===== src/kpc_pkg.sv =====
// Shared types and constants of the knob position conditioner.
package kpc_pkg;

    // Field widths.
    localparam int ADC_W     = 12;
    localparam int POS_W     = 16;
    localparam int ALPHA_W   = 16;
    localparam int DZ_W      = 15;
    localparam int MODE_W    = 2;
    localparam int FRAC_W    = 16;
    localparam int SMOOTH_W  = ADC_W + FRAC_W;
    localparam int QPOS_W    = 14;
    localparam int QCLAMP_W  = QPOS_W + 1;

    // Shared divider geometry: a position dividend is a millivolt difference shifted by 14.
    localparam int DIV_W     = ADC_W + QPOS_W;
    localparam int DVS_W     = ADC_W;
    localparam int DIV_CNT_W = 5;

    // Full scale of the position, 1.0 in Q2.14.
    localparam logic [QCLAMP_W-1:0] POS_ONE = 15'd16384;

    // Register indexes on the configuration port.
    localparam int IDX_W = 3;
    localparam logic [IDX_W-1:0] IDX_LEFT     = 3'd0;
    localparam logic [IDX_W-1:0] IDX_CENTER   = 3'd1;
    localparam logic [IDX_W-1:0] IDX_RIGHT    = 3'd2;
    localparam logic [IDX_W-1:0] IDX_ALPHA    = 3'd3;
    localparam logic [IDX_W-1:0] IDX_DEADZONE = 3'd4;

    // Register reset values.
    localparam logic [ADC_W-1:0]   RST_LEFT     = 12'd3145;
    localparam logic [ADC_W-1:0]   RST_CENTER   = 12'd2100;
    localparam logic [ADC_W-1:0]   RST_RIGHT    = 12'd142;
    localparam logic [ALPHA_W-1:0] RST_ALPHA    = 16'd13107;
    localparam logic [DZ_W-1:0]    RST_DEADZONE = 15'd492;

    // Filter mode codes.
    localparam logic [MODE_W-1:0] MODE_BYPASS = 2'd0;
    localparam logic [MODE_W-1:0] MODE_LOW    = 2'd1;
    localparam logic [MODE_W-1:0] MODE_HIGH   = 2'd2;

    // Configuration register set.
    typedef struct packed {
        logic [ADC_W-1:0]   left_mv;
        logic [ADC_W-1:0]   center_mv;
        logic [ADC_W-1:0]   right_mv;
        logic [ALPHA_W-1:0] ema_alpha;
        logic [DZ_W-1:0]    deadzone;
    } t_cfg;

    // Status of the shared divider.
    typedef struct packed {
        logic busy;
        logic done;
    } t_div_status;

endpackage


===== src/kpc_front.sv =====
// Front end: accepts readings and sums them into bursts.
module kpc_front #(
    parameter int LIMIT = 16,
    parameter int SUM_W = 16
) (
    input  logic                     i_clk,
    input  logic                     i_rst_n,
    input  logic                     i_tvalid,
    output logic                     o_tready,
    input  logic [kpc_pkg::ADC_W-1:0] i_adc_mv,
    input  logic                     i_full,
    output logic                     o_push,
    output logic [SUM_W-1:0]         o_sum
);

    localparam int CNT_W = (LIMIT > 1) ? $clog2(LIMIT) : 1;
    localparam logic [CNT_W-1:0] LAST = CNT_W'(LIMIT - 1);

    logic [CNT_W-1:0] r_count, n_count;
    logic [SUM_W-1:0] r_sum, n_sum;
    logic             w_accept;
    logic [SUM_W-1:0] w_total;

    // A reading is taken whenever the queue can still hold a finished burst.
    assign o_tready = !i_full;
    assign w_accept = i_tvalid && o_tready;
    assign w_total  = r_sum + SUM_W'(i_adc_mv);

    // The last reading of a burst pushes the total and restarts the sum.
    assign o_push = w_accept && (r_count == LAST);
    assign o_sum  = w_total;

    always_comb begin
        n_count = r_count;
        n_sum   = r_sum;
        if (w_accept) begin
            if (r_count == LAST) begin
                n_count = '0;
                n_sum   = '0;
            end else begin
                n_count = r_count + 1'b1;
                n_sum   = w_total;
            end
        end
    end

    always_ff @(posedge i_clk) begin
        if (!i_rst_n) begin
            r_count <= '0;
            r_sum   <= '0;
        end else begin
            r_count <= n_count;
            r_sum   <= n_sum;
        end
    end

endmodule


===== src/kpc_fifo.sv =====
// Two-entry queue that carries burst totals from the front end to the back end.
module kpc_fifo #(
    parameter int WIDTH = 16
) (
    input  logic             i_clk,
    input  logic             i_rst_n,
    input  logic             i_push,
    input  logic [WIDTH-1:0] i_data,
    input  logic             i_pop,
    output logic [WIDTH-1:0] o_data,
    output logic             o_full,
    output logic             o_empty
);

    logic [WIDTH-1:0] r_mem [2];
    logic             r_wr_ptr, r_rd_ptr;
    logic [1:0]       r_level;

    assign o_full  = (r_level == 2'd2);
    assign o_empty = (r_level == 2'd0);
    assign o_data  = r_mem[r_rd_ptr];

    // Entry storage.
    always_ff @(posedge i_clk) begin
        if (i_push) begin
            r_mem[r_wr_ptr] <= i_data;
        end
    end

    // Pointers and fill level.
    always_ff @(posedge i_clk) begin
        if (!i_rst_n) begin
            r_wr_ptr <= 1'b0;
            r_rd_ptr <= 1'b0;
            r_level  <= 2'd0;
        end else begin
            if (i_push) begin
                r_wr_ptr <= !r_wr_ptr;
            end
            if (i_pop) begin
                r_rd_ptr <= !r_rd_ptr;
            end
            if (i_push && !i_pop) begin
                r_level <= r_level + 2'd1;
            end else if (i_pop && !i_push) begin
                r_level <= r_level - 2'd1;
            end
        end
    end

endmodule


===== src/kpc_div.sv =====
// Restoring divider that resolves one quotient bit per cycle.
module kpc_div (
    input  logic                      i_clk,
    input  logic                      i_rst_n,
    input  logic                      i_start,
    input  logic [kpc_pkg::DIV_W-1:0] i_dividend,
    input  logic [kpc_pkg::DVS_W-1:0] i_divisor,
    output kpc_pkg::t_div_status      o_status,
    output logic [kpc_pkg::DIV_W-1:0] o_quotient
);

    localparam int DW = kpc_pkg::DIV_W;
    localparam int VW = kpc_pkg::DVS_W;

    logic [DW-1:0]                  r_dvd;
    logic [VW-1:0]                  r_rem;
    logic [VW-1:0]                  r_div;
    logic [kpc_pkg::DIV_CNT_W-1:0]  r_cnt;
    logic                           r_busy;
    logic                           r_done;
    logic [VW:0]                    w_shift;
    logic                           w_ge;
    logic [VW:0]                    w_diff;

    // One step: shift in the next dividend bit and subtract when it fits.
    assign w_shift = {r_rem, r_dvd[DW-1]};
    assign w_ge    = (w_shift >= {1'b0, r_div});
    assign w_diff  = w_shift - {1'b0, r_div};

    assign o_status.busy = r_busy;
    assign o_status.done = r_done;
    assign o_quotient    = r_dvd;

    // Payload: dividend shifts out as quotient bits shift in.
    always_ff @(posedge i_clk) begin
        if (i_start) begin
            r_dvd <= i_dividend;
            r_rem <= '0;
            r_div <= i_divisor;
        end else if (r_busy) begin
            r_dvd <= {r_dvd[DW-2:0], w_ge};
            r_rem <= w_ge ? w_diff[VW-1:0] : w_shift[VW-1:0];
        end
    end

    // Step counter and completion pulse.
    always_ff @(posedge i_clk) begin
        if (!i_rst_n) begin
            r_busy <= 1'b0;
            r_done <= 1'b0;
            r_cnt  <= '0;
        end else begin
            r_done <= 1'b0;
            if (i_start) begin
                r_busy <= 1'b1;
                r_cnt  <= kpc_pkg::DIV_CNT_W'(DW - 1);
            end else if (r_busy) begin
                r_cnt <= r_cnt - 1'b1;
                if (r_cnt == '0) begin
                    r_busy <= 1'b0;
                    r_done <= 1'b1;
                end
            end
        end
    end

endmodule


===== src/kpc_back.sv =====
// Back end: burst mean, exponential average, position mapping and result register.
module kpc_back #(
    parameter int LIMIT = 16,
    parameter int SUM_W = 16
) (
    input  logic                         i_clk,
    input  logic                         i_rst_n,
    input  kpc_pkg::t_cfg                i_cfg,
    input  logic                         i_empty,
    input  logic [SUM_W-1:0]             i_sum,
    output logic                         o_pop,
    output logic                         o_tvalid,
    input  logic                         i_tready,
    output logic [kpc_pkg::POS_W-1:0]    o_knob_position,
    output logic [kpc_pkg::ADC_W-1:0]    o_smoothed_mv,
    output logic [kpc_pkg::MODE_W-1:0]   o_filter_mode
);

    localparam int ADC_W = kpc_pkg::ADC_W;
    localparam int SW    = kpc_pkg::SMOOTH_W;
    localparam int FW    = kpc_pkg::FRAC_W;
    localparam int QW    = kpc_pkg::QCLAMP_W;
    localparam int PW    = kpc_pkg::POS_W;
    localparam int P2_W  = kpc_pkg::ALPHA_W + 1 + SW;

    // Burst mean by reciprocal multiplication: exact for every sum below 2**SUM_W.
    localparam int REC_L  = (LIMIT > 1) ? $clog2(LIMIT) : 0;
    localparam int REC_S  = SUM_W + REC_L;
    localparam int REC_MW = SUM_W + 1;
    localparam logic [REC_MW-1:0] REC_M =
        REC_MW'(((64'd1 << REC_S) + 64'(LIMIT) - 64'd1) / 64'(LIMIT));

    localparam logic [2:0] S_IDLE = 3'd0;
    localparam logic [2:0] S_MEAN = 3'd1;
    localparam logic [2:0] S_MUL  = 3'd2;
    localparam logic [2:0] S_ADD  = 3'd3;
    localparam logic [2:0] S_MAP  = 3'd4;
    localparam logic [2:0] S_POS  = 3'd5;
    localparam logic [2:0] S_OUT  = 3'd6;

    logic [2:0]                   r_state;
    logic                         r_primed;
    logic [SW-1:0]                r_smooth;
    logic [SUM_W-1:0]             r_sum;
    logic [ADC_W-1:0]             r_mean;
    logic [SW-1:0]                r_p1;
    logic [P2_W-1:0]              r_p2;
    logic [QW-1:0]                r_q;
    logic                         r_neg;
    logic                         r_out_valid;
    logic [PW-1:0]                r_pos;
    logic [ADC_W-1:0]             r_mv_out;
    logic [kpc_pkg::MODE_W-1:0]   r_mode;

    logic                         w_div_start;
    logic [kpc_pkg::DIV_W-1:0]    w_div_dvd;
    logic [kpc_pkg::DVS_W-1:0]    w_div_dvs;
    kpc_pkg::t_div_status         w_div_st;
    logic [kpc_pkg::DIV_W-1:0]    w_quot;

    logic [SUM_W+REC_MW-1:0]      w_mean_prod;
    logic [ADC_W-1:0]             w_mv;
    logic                         w_upper;
    logic [ADC_W-1:0]             w_num;
    logic signed [ADC_W:0]        w_den;
    logic [ADC_W-1:0]             w_mag;
    logic                         w_neg;
    logic [kpc_pkg::ALPHA_W:0]    w_inv_alpha;
    logic [SW:0]                  w_ema_sum;
    logic                         w_load;
    logic [QW-1:0]                w_qz;
    logic [PW-1:0]                w_qext;

    kpc_div u_div (
        .i_clk      (i_clk),
        .i_rst_n    (i_rst_n),
        .i_start    (w_div_start),
        .i_dividend (w_div_dvd),
        .i_divisor  (w_div_dvs),
        .o_status   (w_div_st),
        .o_quotient (w_quot)
    );

    // Burst total times the scaled reciprocal of the burst length.
    assign w_mean_prod = r_sum * REC_M;

    // Half selection around the center and the signed span of that half.
    assign w_mv    = r_smooth[SW-1:FW];
    assign w_upper = (w_mv >= i_cfg.center_mv);
    always_comb begin
        if (w_upper) begin
            w_num = w_mv - i_cfg.center_mv;
            w_den = $signed({1'b0, i_cfg.left_mv}) - $signed({1'b0, i_cfg.center_mv});
        end else begin
            w_num = i_cfg.center_mv - w_mv;
            w_den = $signed({1'b0, i_cfg.center_mv}) - $signed({1'b0, i_cfg.right_mv});
        end
    end
    assign w_mag = w_den[ADC_W] ? ADC_W'(-w_den) : w_den[ADC_W-1:0];
    assign w_neg = w_upper ^ w_den[ADC_W];

    // The divider works out the position quotient when the span is not zero.
    assign w_div_start = (r_state == S_MAP) && (w_den != '0);
    assign w_div_dvd   = {w_num, {kpc_pkg::QPOS_W{1'b0}}};
    assign w_div_dvs   = w_mag;
    assign o_pop = (r_state == S_IDLE) && !i_empty;

    // Average update: alpha*mean plus the integer part of (1-alpha)*old.
    assign w_inv_alpha = {1'b1, {kpc_pkg::ALPHA_W{1'b0}}} - {1'b0, i_cfg.ema_alpha};
    assign w_ema_sum   = {1'b0, r_p1} + r_p2[P2_W-1:FW];

    // Deadzone, sign and mode of the finished position.
    assign w_qz   = (r_q < i_cfg.deadzone) ? '0 : r_q;
    assign w_qext = PW'(w_qz);
    assign w_load = (r_state == S_OUT) && (!r_out_valid || i_tready);

    // Sequencer for one burst.
    always_ff @(posedge i_clk) begin
        if (!i_rst_n) begin
            r_state  <= S_IDLE;
            r_primed <= 1'b0;
            r_smooth <= '0;
        end else begin
            unique case (r_state)
                S_IDLE: begin
                    if (!i_empty) begin
                        r_state <= S_MEAN;
                    end
                end
                S_MEAN: begin
                    r_state <= S_MUL;
                end
                S_MUL: begin
                    if (!r_primed) begin
                        r_smooth <= {r_mean, {FW{1'b0}}};
                        r_primed <= 1'b1;
                        r_state  <= S_MAP;
                    end else begin
                        r_state <= S_ADD;
                    end
                end
                S_ADD: begin
                    r_smooth <= w_ema_sum[SW-1:0];
                    r_state  <= S_MAP;
                end
                S_MAP: begin
                    r_state <= (w_den == '0) ? S_OUT : S_POS;
                end
                S_POS: begin
                    if (w_div_st.done) begin
                        r_state <= S_OUT;
                    end
                end
                S_OUT: begin
                    if (w_load) begin
                        r_state <= S_IDLE;
                    end
                end
                default: begin
                    r_state <= S_IDLE;
                end
            endcase
        end
    end

    // Datapath registers.
    always_ff @(posedge i_clk) begin
        if (r_state == S_IDLE) begin
            r_sum <= i_sum;
        end
        if (r_state == S_MEAN) begin
            r_mean <= w_mean_prod[REC_S +: ADC_W];
        end
        if (r_state == S_MUL) begin
            r_p1 <= SW'(i_cfg.ema_alpha * r_mean);
            r_p2 <= w_inv_alpha * r_smooth;
        end
        if (r_state == S_MAP) begin
            r_neg <= w_neg;
            r_q   <= '0;
        end
        if ((r_state == S_POS) && w_div_st.done) begin
            r_q <= (w_quot > kpc_pkg::DIV_W'(kpc_pkg::POS_ONE)) ? kpc_pkg::POS_ONE
                                                                : w_quot[QW-1:0];
        end
        if (w_load) begin
            r_pos    <= r_neg ? (PW'(0) - w_qext) : w_qext;
            r_mv_out <= w_mv;
            if (w_qz == '0) begin
                r_mode <= kpc_pkg::MODE_BYPASS;
            end else if (r_neg) begin
                r_mode <= kpc_pkg::MODE_LOW;
            end else begin
                r_mode <= kpc_pkg::MODE_HIGH;
            end
        end
    end

    // Result register: holds a result until the consumer takes it.
    always_ff @(posedge i_clk) begin
        if (!i_rst_n) begin
            r_out_valid <= 1'b0;
        end else if (w_load) begin
            r_out_valid <= 1'b1;
        end else if (i_tready) begin
            r_out_valid <= 1'b0;
        end
    end

    assign o_tvalid        = r_out_valid;
    assign o_knob_position = r_pos;
    assign o_smoothed_mv   = r_mv_out;
    assign o_filter_mode   = r_mode;

    // Mode code agrees with the position held in the result register.
    a_mode_zero: assert property (@(posedge i_clk) disable iff (!i_rst_n)
        r_out_valid |-> ((r_mode == kpc_pkg::MODE_BYPASS) == (r_pos == '0)))
        else $error("bypass mode and zero position disagree");

    a_mode_low: assert property (@(posedge i_clk) disable iff (!i_rst_n)
        (r_out_valid && (r_mode == kpc_pkg::MODE_LOW)) |-> r_pos[PW-1])
        else $error("low-pass mode with a non-negative position");

    a_pos_range: assert property (@(posedge i_clk) disable iff (!i_rst_n)
        r_out_valid |-> (($signed(r_pos) <= 16'sd16384) && ($signed(r_pos) >= -16'sd16384)))
        else $error("position outside the unit range");

    a_div_idle: assert property (@(posedge i_clk) disable iff (!i_rst_n)
        w_div_start |-> !w_div_st.busy)
        else $error("divider started while busy");

endmodule


===== src/knob_position_conditioner.sv =====
// Top level: configuration registers, burst front end, queue and back end.
// A burst total passes the queue, the sequencer states and one 26-step position division
// on its way to the result; the first burst skips the average update, a zero span the division.
// Throughput: one reading per cycle while the two-entry queue has room; the back end takes
// one burst at a time, and the queue holds the totals that wait for it.
// Reset (synchronous, active low) clears the burst sum, the average, its primed flag, the
// queue and the result valid flag, and loads the configuration registers with their defaults.
module knob_position_conditioner #(
    parameter int OVERSAMPLE_COUNT = 16
) (
    input  logic        i_clk,
    input  logic        i_rst_n,
    // Readings: [11:0] adc_mv, [15:12] zero.
    input  logic [15:0] s_axis_tdata,
    input  logic        s_axis_tvalid,
    output logic        s_axis_tready,
    // Results: [15:0] knob_position, [27:16] smoothed_mv, [31:28] zero.
    output logic [31:0] m_axis_tdata,
    // Results: [1:0] filter_mode.
    output logic [1:0]  m_axis_tuser,
    output logic        m_axis_tvalid,
    input  logic        m_axis_tready,
    // Configuration port.
    input  logic        psel,
    input  logic        penable,
    input  logic        pwrite,
    input  logic [4:0]  paddr,
    input  logic [31:0] pwdata,
    output logic [31:0] prdata,
    output logic        pready
);

    localparam int LIMIT = (OVERSAMPLE_COUNT < 1) ? 1 : OVERSAMPLE_COUNT;
    localparam int CNT_W = (LIMIT > 1) ? $clog2(LIMIT) : 1;
    localparam int SUM_W = kpc_pkg::ADC_W + CNT_W;

    kpc_pkg::t_cfg                  r_cfg;
    logic [kpc_pkg::IDX_W-1:0]      w_idx;
    logic                           w_wr;
    logic                           w_push;
    logic [SUM_W-1:0]               w_push_sum;
    logic                           w_pop;
    logic [SUM_W-1:0]               w_head;
    logic                           w_full;
    logic                           w_empty;
    logic [kpc_pkg::POS_W-1:0]      w_pos;
    logic [kpc_pkg::ADC_W-1:0]      w_mv;

    // Configuration register writes and reads.
    assign pready = 1'b1;
    assign w_idx  = paddr[4:2];
    assign w_wr   = psel && penable && pwrite && pready;

    always_ff @(posedge i_clk) begin
        if (!i_rst_n) begin
            r_cfg.left_mv   <= kpc_pkg::RST_LEFT;
            r_cfg.center_mv <= kpc_pkg::RST_CENTER;
            r_cfg.right_mv  <= kpc_pkg::RST_RIGHT;
            r_cfg.ema_alpha <= kpc_pkg::RST_ALPHA;
            r_cfg.deadzone  <= kpc_pkg::RST_DEADZONE;
        end else if (w_wr) begin
            unique case (w_idx)
                kpc_pkg::IDX_LEFT:     r_cfg.left_mv   <= pwdata[kpc_pkg::ADC_W-1:0];
                kpc_pkg::IDX_CENTER:   r_cfg.center_mv <= pwdata[kpc_pkg::ADC_W-1:0];
                kpc_pkg::IDX_RIGHT:    r_cfg.right_mv  <= pwdata[kpc_pkg::ADC_W-1:0];
                kpc_pkg::IDX_ALPHA:    r_cfg.ema_alpha <= pwdata[kpc_pkg::ALPHA_W-1:0];
                kpc_pkg::IDX_DEADZONE: r_cfg.deadzone  <= pwdata[kpc_pkg::DZ_W-1:0];
                default: begin
                end
            endcase
        end
    end

    always_comb begin
        unique case (w_idx)
            kpc_pkg::IDX_LEFT:     prdata = 32'(r_cfg.left_mv);
            kpc_pkg::IDX_CENTER:   prdata = 32'(r_cfg.center_mv);
            kpc_pkg::IDX_RIGHT:    prdata = 32'(r_cfg.right_mv);
            kpc_pkg::IDX_ALPHA:    prdata = 32'(r_cfg.ema_alpha);
            kpc_pkg::IDX_DEADZONE: prdata = 32'(r_cfg.deadzone);
            default:               prdata = '0;
        endcase
    end

    kpc_front #(
        .LIMIT (LIMIT),
        .SUM_W (SUM_W)
    ) u_front (
        .i_clk    (i_clk),
        .i_rst_n  (i_rst_n),
        .i_tvalid (s_axis_tvalid),
        .o_tready (s_axis_tready),
        .i_adc_mv (s_axis_tdata[kpc_pkg::ADC_W-1:0]),
        .i_full   (w_full),
        .o_push   (w_push),
        .o_sum    (w_push_sum)
    );

    kpc_fifo #(
        .WIDTH (SUM_W)
    ) u_fifo (
        .i_clk   (i_clk),
        .i_rst_n (i_rst_n),
        .i_push  (w_push),
        .i_data  (w_push_sum),
        .i_pop   (w_pop),
        .o_data  (w_head),
        .o_full  (w_full),
        .o_empty (w_empty)
    );

    kpc_back #(
        .LIMIT (LIMIT),
        .SUM_W (SUM_W)
    ) u_back (
        .i_clk           (i_clk),
        .i_rst_n         (i_rst_n),
        .i_cfg           (r_cfg),
        .i_empty         (w_empty),
        .i_sum           (w_head),
        .o_pop           (w_pop),
        .o_tvalid        (m_axis_tvalid),
        .i_tready        (m_axis_tready),
        .o_knob_position (w_pos),
        .o_smoothed_mv   (w_mv),
        .o_filter_mode   (m_axis_tuser)
    );

    // Result packing, lowest field first.
    assign m_axis_tdata = {4'b0000, w_mv, w_pos};

endmodule


===== config.mk =====
export PLATFORM = sky130hd
export DESIGN_NAME = knob_position_conditioner
export DESIGN_NICKNAME = d
export VERILOG_FILES = /design/src/kpc_pkg.sv /design/src/kpc_front.sv /design/src/kpc_fifo.sv /design/src/kpc_div.sv /design/src/kpc_back.sv /design/src/knob_position_conditioner.sv
export SDC_FILE = /design/constraint.sdc
export NUM_CORES = 2
export LEC_CHECK = 0
export BUFFER_PORTS_ARGS = -buffer_cell sky130_fd_sc_hd__buf_4
export CAP_MARGIN = 40
export CORE_MARGIN = 1.5
export CORE_UTILIZATION = 45
export CTS_CLUSTER_SIZE = 40
export DETAILED_ROUTE_END_ITERATION = 10
export GPL_TIMING_DRIVEN = 0
export PLACE_DENSITY_LB_ADDON = 0.3
export REMOVE_ABC_BUFFERS = 1
export SYNTH_ARGS = -nofsm -noshare
export SYNTH_HDL_FRONTEND = slang
export SYNTH_SLANG_ARGS = --single-unit

===== constraint.sdc =====
create_clock -name i_clk -period 7.4 [get_ports i_clk]
set_input_delay 1.48 -clock i_clk [delete_from_list [all_inputs] [get_ports i_clk]]
set_output_delay 1.48 -clock i_clk [all_outputs]
set_load 0.03 [all_outputs]

[Word level (Yosys, flattened, before mapping)]
Memory sizes are Yosys's and may differ from the RTL's. A register that Yosys moved wholly into a read port is not among the register bits.
Cells that the tools add are included.
Cells by class
  add/subtract/negate cells: 14
  $mul: 2
  divide/modulo/power cells: 0
  $lt $le $gt $ge: 4
  equal/unequal tests: 16
  shift operators: 0
  multiplexer cells: 35
  bitwise gates (word level): 3
  reductions and logical operators: 39
Operators with widths (number)
  $pmux 16 s5: 1
  $mux 15: 5
  $pmux 28 s2: 1
  $mux 26: 2
  $mul 17x28->44: 1
  $mux 12: 3
  $sub 12x12->12: 3
  $add 28x28->28: 1
  $mul 16x12->28: 1
  $mux 28: 1
  $gt 26x15->1 const B: 1
  $sub 12x12->13: 2
  $pmux 3 s7: 1
  $sub 17x16->17 const A: 1
  $add 16x12->16: 1
  $mux 16: 1
  $sub 1x15->16 const A: 1
  $logic_not 15->1: 1
  $lt 15x15->1: 1
  $ge 13x12->1: 1
  $logic_not 13->1: 1
  $mux 13: 1
  $reduce_bool 13->1: 1
  $eq 3x2->1 const B: 4
  other kinds (30): 76
Storage, ports and cells
  register bits: 311
  bits in latches: 0
  memory bits (writable): 32
  ROM bits: 0
  bits of input ports: 60
  output and inout bits: 69
  word-level logic and storage cells: 145
  memories kept: 1
Memory list
  u_fifo.r_mem: depth 2, bits a word 16, read ports 1, clocked after Yosys merged registers in 1, write ports 1, RTL line kpc_fifo.sv:15  | logic [WIDTH-1:0] r_mem [2];

[Logic depth before layout (Yosys ltp)]
  word-level depth: 8
  gate-level depth with buffers: 32
  depth with buffers taken out: 30

[Modules after synthesis]
From an unflattened synthesis, not the netlist that was laid out.
Unflattened totals
  cells, all modules: 4231
  area, all modules: 39331.5 µm²
By module, submodules not included
  kpc_back: instances 1, cells each 3384, area an instance 30342.9 µm², seq. area each 4444.3 µm²
  knob_position_conditioner: instances 1, cells each 360, area an instance 3323.2 µm², seq. area each 1341.3 µm²
  kpc_div: instances 1, cells each 243, area an instance 2851.5 µm², seq. area each 1521.5 µm²
  kpc_front: instances 1, cells each 172, area an instance 1441.4 µm², seq. area each 400.4 µm²
  kpc_fifo: instances 1, cells each 72, area an instance 1372.6 µm², seq. area each 1061.0 µm²

[Least setup slack after synthesis]
No wires, ideal clock.
  kind: flip-flop to flip-flop
  start point: reg r_cfg[17] in the netlist's numbering
  end point: reg u_back.r_p2[40], data pin
  setup time: 180 ps
  arrival: 7802 ps
  required time: 7220 ps
  path slack: -582 ps
  stages on the path, launching flop included: 29
  path buffers: 2
  period minus slack after synthesis: 7982 ps
  cells stage by stage: dfxtp_1 clkbuf_1 nor2_1 nand2_1 or4_1 or4_1 nor3_1 xnor2_1 clkbuf_1 nand2_1 fa_1 inv_1 fa_1 fa_1 fa_1 fa_1 inv_1 fa_1 inv_1 ha_1 a211o_1 o32a_1 and3_1 a21o_1 a31oi_1 o21ai_1 and3_1 or2_2 o311ai_1
Between the ends
  longest elaborated chain between the ends: 2
Ends and longest elaborated chain
  start: declaration: RTL line knob_position_conditioner.sv:37  | kpc_pkg::t_cfg r_cfg;
  $sub 17x16->17: RTL line kpc_back.sv:109  | assign w_inv_alpha = {1'b1, {kpc_pkg::ALPHA_W{1'b0}}} - {1'b0, i_cfg.ema_alpha};
  $mul 17x28->44: RTL line kpc_back.sv:176  | r_p2 <= w_inv_alpha * r_smooth;
  end signal: assignment: RTL line kpc_back.sv:176
  end: declaration: RTL line kpc_back.sv:47  | logic [P2_W-1:0] r_p2;
Every way passes these cells.
A chain may end at the register's enable or synchronous reset.

[Worst setup path after layout]
  start point: reg r_cfg[16] in the netlist's numbering
  end point: reg u_back.r_p2[36], data pin
The elaborated chain is that of the path after synthesis.

==> metrics.md <==
| Metric | Value |
|---|---|
| Worst VDD drop | ~0.00057 V |
| Worst relative slew slack | 35.1% |
| Mapped Area | between 0.03 and 0.04 mm2 |
| Area Overhead vs Synth | 12.5% |
| Cell area after layout | approximately 0.044 mm2 |
| All-Layer GR Usage | 23.6% |
| Reg clk slew, reported paths | roughly 0.070 ns |
| Worst hold path depth | 0 |
| Drc violations | 0 |
| Critical path class | reg -> reg |
| Layout Nets | 5256 |
| Failing checks | negative setup slack |
| Num CTS Buffers | 39 |
| Die X-Extent | just under 300 um |
| Antenna Nets Post-Route | 0 |
| CP max stage delay | 0.60 ns |
| Distinct cells, synth | 86 |
| Via count | 29724 |
| Initial antenna violation count | 1 |
| Max cap viols | 0 |
| WP buf/inv | 3 |
| WHS | roughly 0.42 ns |
| Status | finished with violations |
| Routed Wire Length | slightly above 100 mm |
| Family with the most delay on the worst path | adder cells |
| Routability cong. | between 0.8 and 0.9 |
| Row count | 107 |
| FF+latch count, synth | ~330 |
| Startpoint Class | flop |
| I/O pin cnt | around 130 |
| CP most frequent cell | fa_1 |
| Register area share after synthesis | a little over a fifth |
| Non-Filler Instances | 5542 |
| Initial Util | a little under half |
| Setup slack, reg-to-reg | -0.70 ns |
| H-tree lvl count | 2 |
| GRT overflow | 0 |
| RSZ-0062 raised after global routing | true |
| I/O Buffers | 85 |
| CP max FO | 6 |
| Slew Viols, Final | 0 |
| DP Cell Count | 5424 |
| Final core occ | roughly half |
| Vias in the first global route | about 30000 |
| Ys async rst share | 0% |
| Min-Delay Path Class | reg -> reg |
| Power Dens Cells | slightly above 300 mW/mm2 |
| Primary FF master, synth | edfxtp_1 |
| Leakage power | slightly above 20 nW |
| Finish-stage setup viols | 20 |
| HPWL Detailed | roughly 77 mm |
| First-pass GRT wire length | 164 mm |
| Pin count of the biggest net entering global routing | 69 |
| Critical Path AT | ~8.5 ns |
| Hold Buf Count CTS | 0 |
| WHS Endpoint | u_back.r_mean[5] |
| Worst clock skew | roughly 0.054 ns |
| Avg Inst Size Synth | 8.95 um2 |
| Die ar. | 0.0878 mm2 |
| EDFF count, synth | roughly 170 |
| Worst-margin pin slew | 0.973 ns |
| Post-Synthesis Cells | 4324 |
| Number of buffers on the longest clock path | 3 |
| Count of final hold-check violations | 0 |
| Dpl cell area | 0.0413 mm2 |
| Setup WS post-layout | -0.695 ns |
| CTS tree | yes |
| DR pass1 iterations | 5 |
| CP Capture Type | flop |
| Clock latency on the worst-skew pair | about 0.6 ns |
| Slowest stage cell, crit path | fa_2 |
| CP required | 7.77 ns |
| Max Freq | 124 MHz |
| Core area | 0.0851 mm2 |
| Fin crit share | 109% |
| Hold Startpoint | u_back.r_sum[9] |
| R2r endpoint | u_back.r_p2[36] |
| Post-layout min period | just over 8 ns |
| Critical R2R Launch | r_cfg[16] |
| CTS sink count | approximately 330 |
| First DRT Iteration DRCs | between 1500 and 2000 |
| Die H | ~300 um |
| Clock Tree Root | clkbuf_16 |
| Share of cells above drive strength 1 | under 10% |
| R2r worst-path depth | 27 |
| Vias per cell | around 5.4 |
| Syn. warnings | 0 |
| Wire length per cell | between 15 and 20 um |
==> cell usage after synthesis (all sizes together), types with 4 or more instances <==
| cell | number | area [um2] |
|---|---|---|
| o21a | 22 | 165 |
| o21ai | 100 | 500 |
| a311oi | 7 | 73.8 |
| nand3 | 50 | 255 |
| a211o | 4 | 35.0 |
| o211a | 5 | 50.1 |
| o21bai | 13 | 101 |
| a31oi | 10 | 62.6 |
| nand4 | 15 | 100 |
| o31ai | 12 | 90.1 |
| nor2b | 32 | 200 |
| inv | 743 | 2790 |
| a21oi | 173 | 866 |
| or4 | 4 | 33.8 |
| or2 | 13 | 81.3 |
| a211oi | 42 | 365 |
| and4 | 6 | 52.6 |
| a22oi | 48 | 360 |
| a311o | 5 | 50.1 |
| ha | 298 | 3730 |
| mux2i | 36 | 360 |
| and2 | 217 | 1360 |
| xnor2 | 102 | 893 |
| o311ai | 5 | 43.8 |
| o211ai | 29 | 218 |
| nand2 | 726 | 2730 |
| fa | 533 | 10700 |
| nand3b | 5 | 37.5 |
| mux2 | 15 | 169 |
| buf | 41 | 263 |
| a21o | 53 | 398 |
| clkbuf | 194 | 728 |
| o2111a | 4 | 45.0 |
| o22ai | 17 | 106 |
| nand2b | 14 | 95.1 |
| or3 | 24 | 160 |
| nor3 | 47 | 240 |
| and3 | 19 | 119 |
| nor2 | 194 | 731 |
| o31a | 6 | 53.8 |
| a21boi | 10 | 75.1 |
| dfxtp | 157 | 3140 |
| nor4 | 11 | 83.8 |
| edfxtp | 174 | 5230 |
| xor2 | 48 | 420 |
==> layer usage <==
metal	part of all wire (%)	up-vias	track usage, %	wire length [um]
met4	2.7	0	6.51	2720
met3	6.0	166	2.68	6070
met5	0	-	0	0
li1	-	13808	-	-
met2	48	891	39.8	48200
met1	44	14859	32.2	44200
==> logic make-up after synthesis <==
kind of cell	count (synthesis)	synth area share (%)
AND/OR/NAND/NOR	1384	16.4
buffers and inverters	978	9.77
adder cells (fa/ha/maj)	831	37.2
AO/OA/AOI/OAI	597	10.3
flip-flops	331	21.6
XOR/XNOR	150	3.39
multiplexers	51	1.37
other	2	0.0194
==> cells in the final DEF (no fill, tap or decap), drive strengths merged, types with 29 or more instances in the layout <==
master  synthesis  layout
nor2          194     194
nor2b          32      32
nand2         726     726
o211ai         29      29
mux2i          36      36
inv           743     749
a211oi         42      42
clkbuf        194      51
nor3           47      47
dfxtp         157     157
a22oi          48      48
a21oi         173     173
buf            41     215
o21ai         100     100
a21o           53      53
xnor2         102     102
xor2           48      48
edfxtp        174     174
and2          217     217
nand3          50      50
ha            298     298
fa            533     533
==> how the worst max path moves through the flow <==
| stage | startpoint | slack [ns] | depth (start not counted) | endpoint |
|---|---|---|---|---|
| floorplan | r_cfg[15] | -1.29 | 26 | u_back.r_p2[40] |
| global placement | r_cfg[15] | -4.90 | 27 | u_back.r_p2[40] |
| detailed placement | r_cfg[16] | -2.47 | 29 | u_back.r_p2[40] |
| CTS | r_cfg[16] | -0.86 | 30 | u_back.r_p2[40] |
| global route | r_cfg[16] | -0.90 | 29 | u_back.r_p2[38] |
| finish | r_cfg[16] | -0.70 | 27 | u_back.r_p2[36] |
==> final cells by class <==
class / count / area [um2]
repair buffers: 216 / 2310
inverters: 743 / 2800
flip-flops and latches: 331 / 8380
diodes: 2 / 5.00
fillers: 7882 / 41600
clock buffers: 50 / 1070
multi-input cells: 3034 / 27200
clock inverters: 22 / 284
well taps: 1144 / 1430
==> report_power, final <==
group | switching [W] | internal [W] | leakage [nW] | total [W]
Combinational | 0.00475 | 0.00373 | 16.7 | 0.00848
Sequential | 0.000322 | 0.00259 | 2.87 | 0.00291
Clock | 0.000875 | 0.00115 | 0.651 | 0.00203
==> per-stage QoR <==
stage,setup WS (ns),total power [W],setup TNS (ns)
detailed placement,-2.47,0.0113,-45.38
finish,-0.695,0.0134,-10.49
CTS,-0.855,0.0134,-12.99
floorplan,-1.29,0.00937,-22.99
global route,-0.899,0.0148,-14.99
global placement,-4.90,0.0111,-122.52
==> registers in the layout (all words and copies together) (netlist names), 12 cells and up <==
register                 cells
u_back.r_smooth             28
u_fifo.r_mem                24
u_back.r_q                  15
u_back.r_p2                 28
u_back.u_div.r_rem          12
u_back.o_smoothed_mv        12
u_back.r_mean               12
u_back.r_p1                 28
u_front.r_sum               16
r_cfg                       67
u_back.o_knob_position      16
u_back.u_div.o_quotient     26
u_back.r_sum                12
u_back.u_div.r_div          12
==> what timing repair did <==
| item | CTS | global route |
|---|---|---|
| setup endpoints to repair | 28 | 26 |
| buffers inserted | 28 | 18 |
| gates resized for setup | 69 | 34 |
| pin swaps | 38 | 41 |
| gates cloned | 0 | 0 |
No activity file was read; power rests on OpenSTA's default activity.
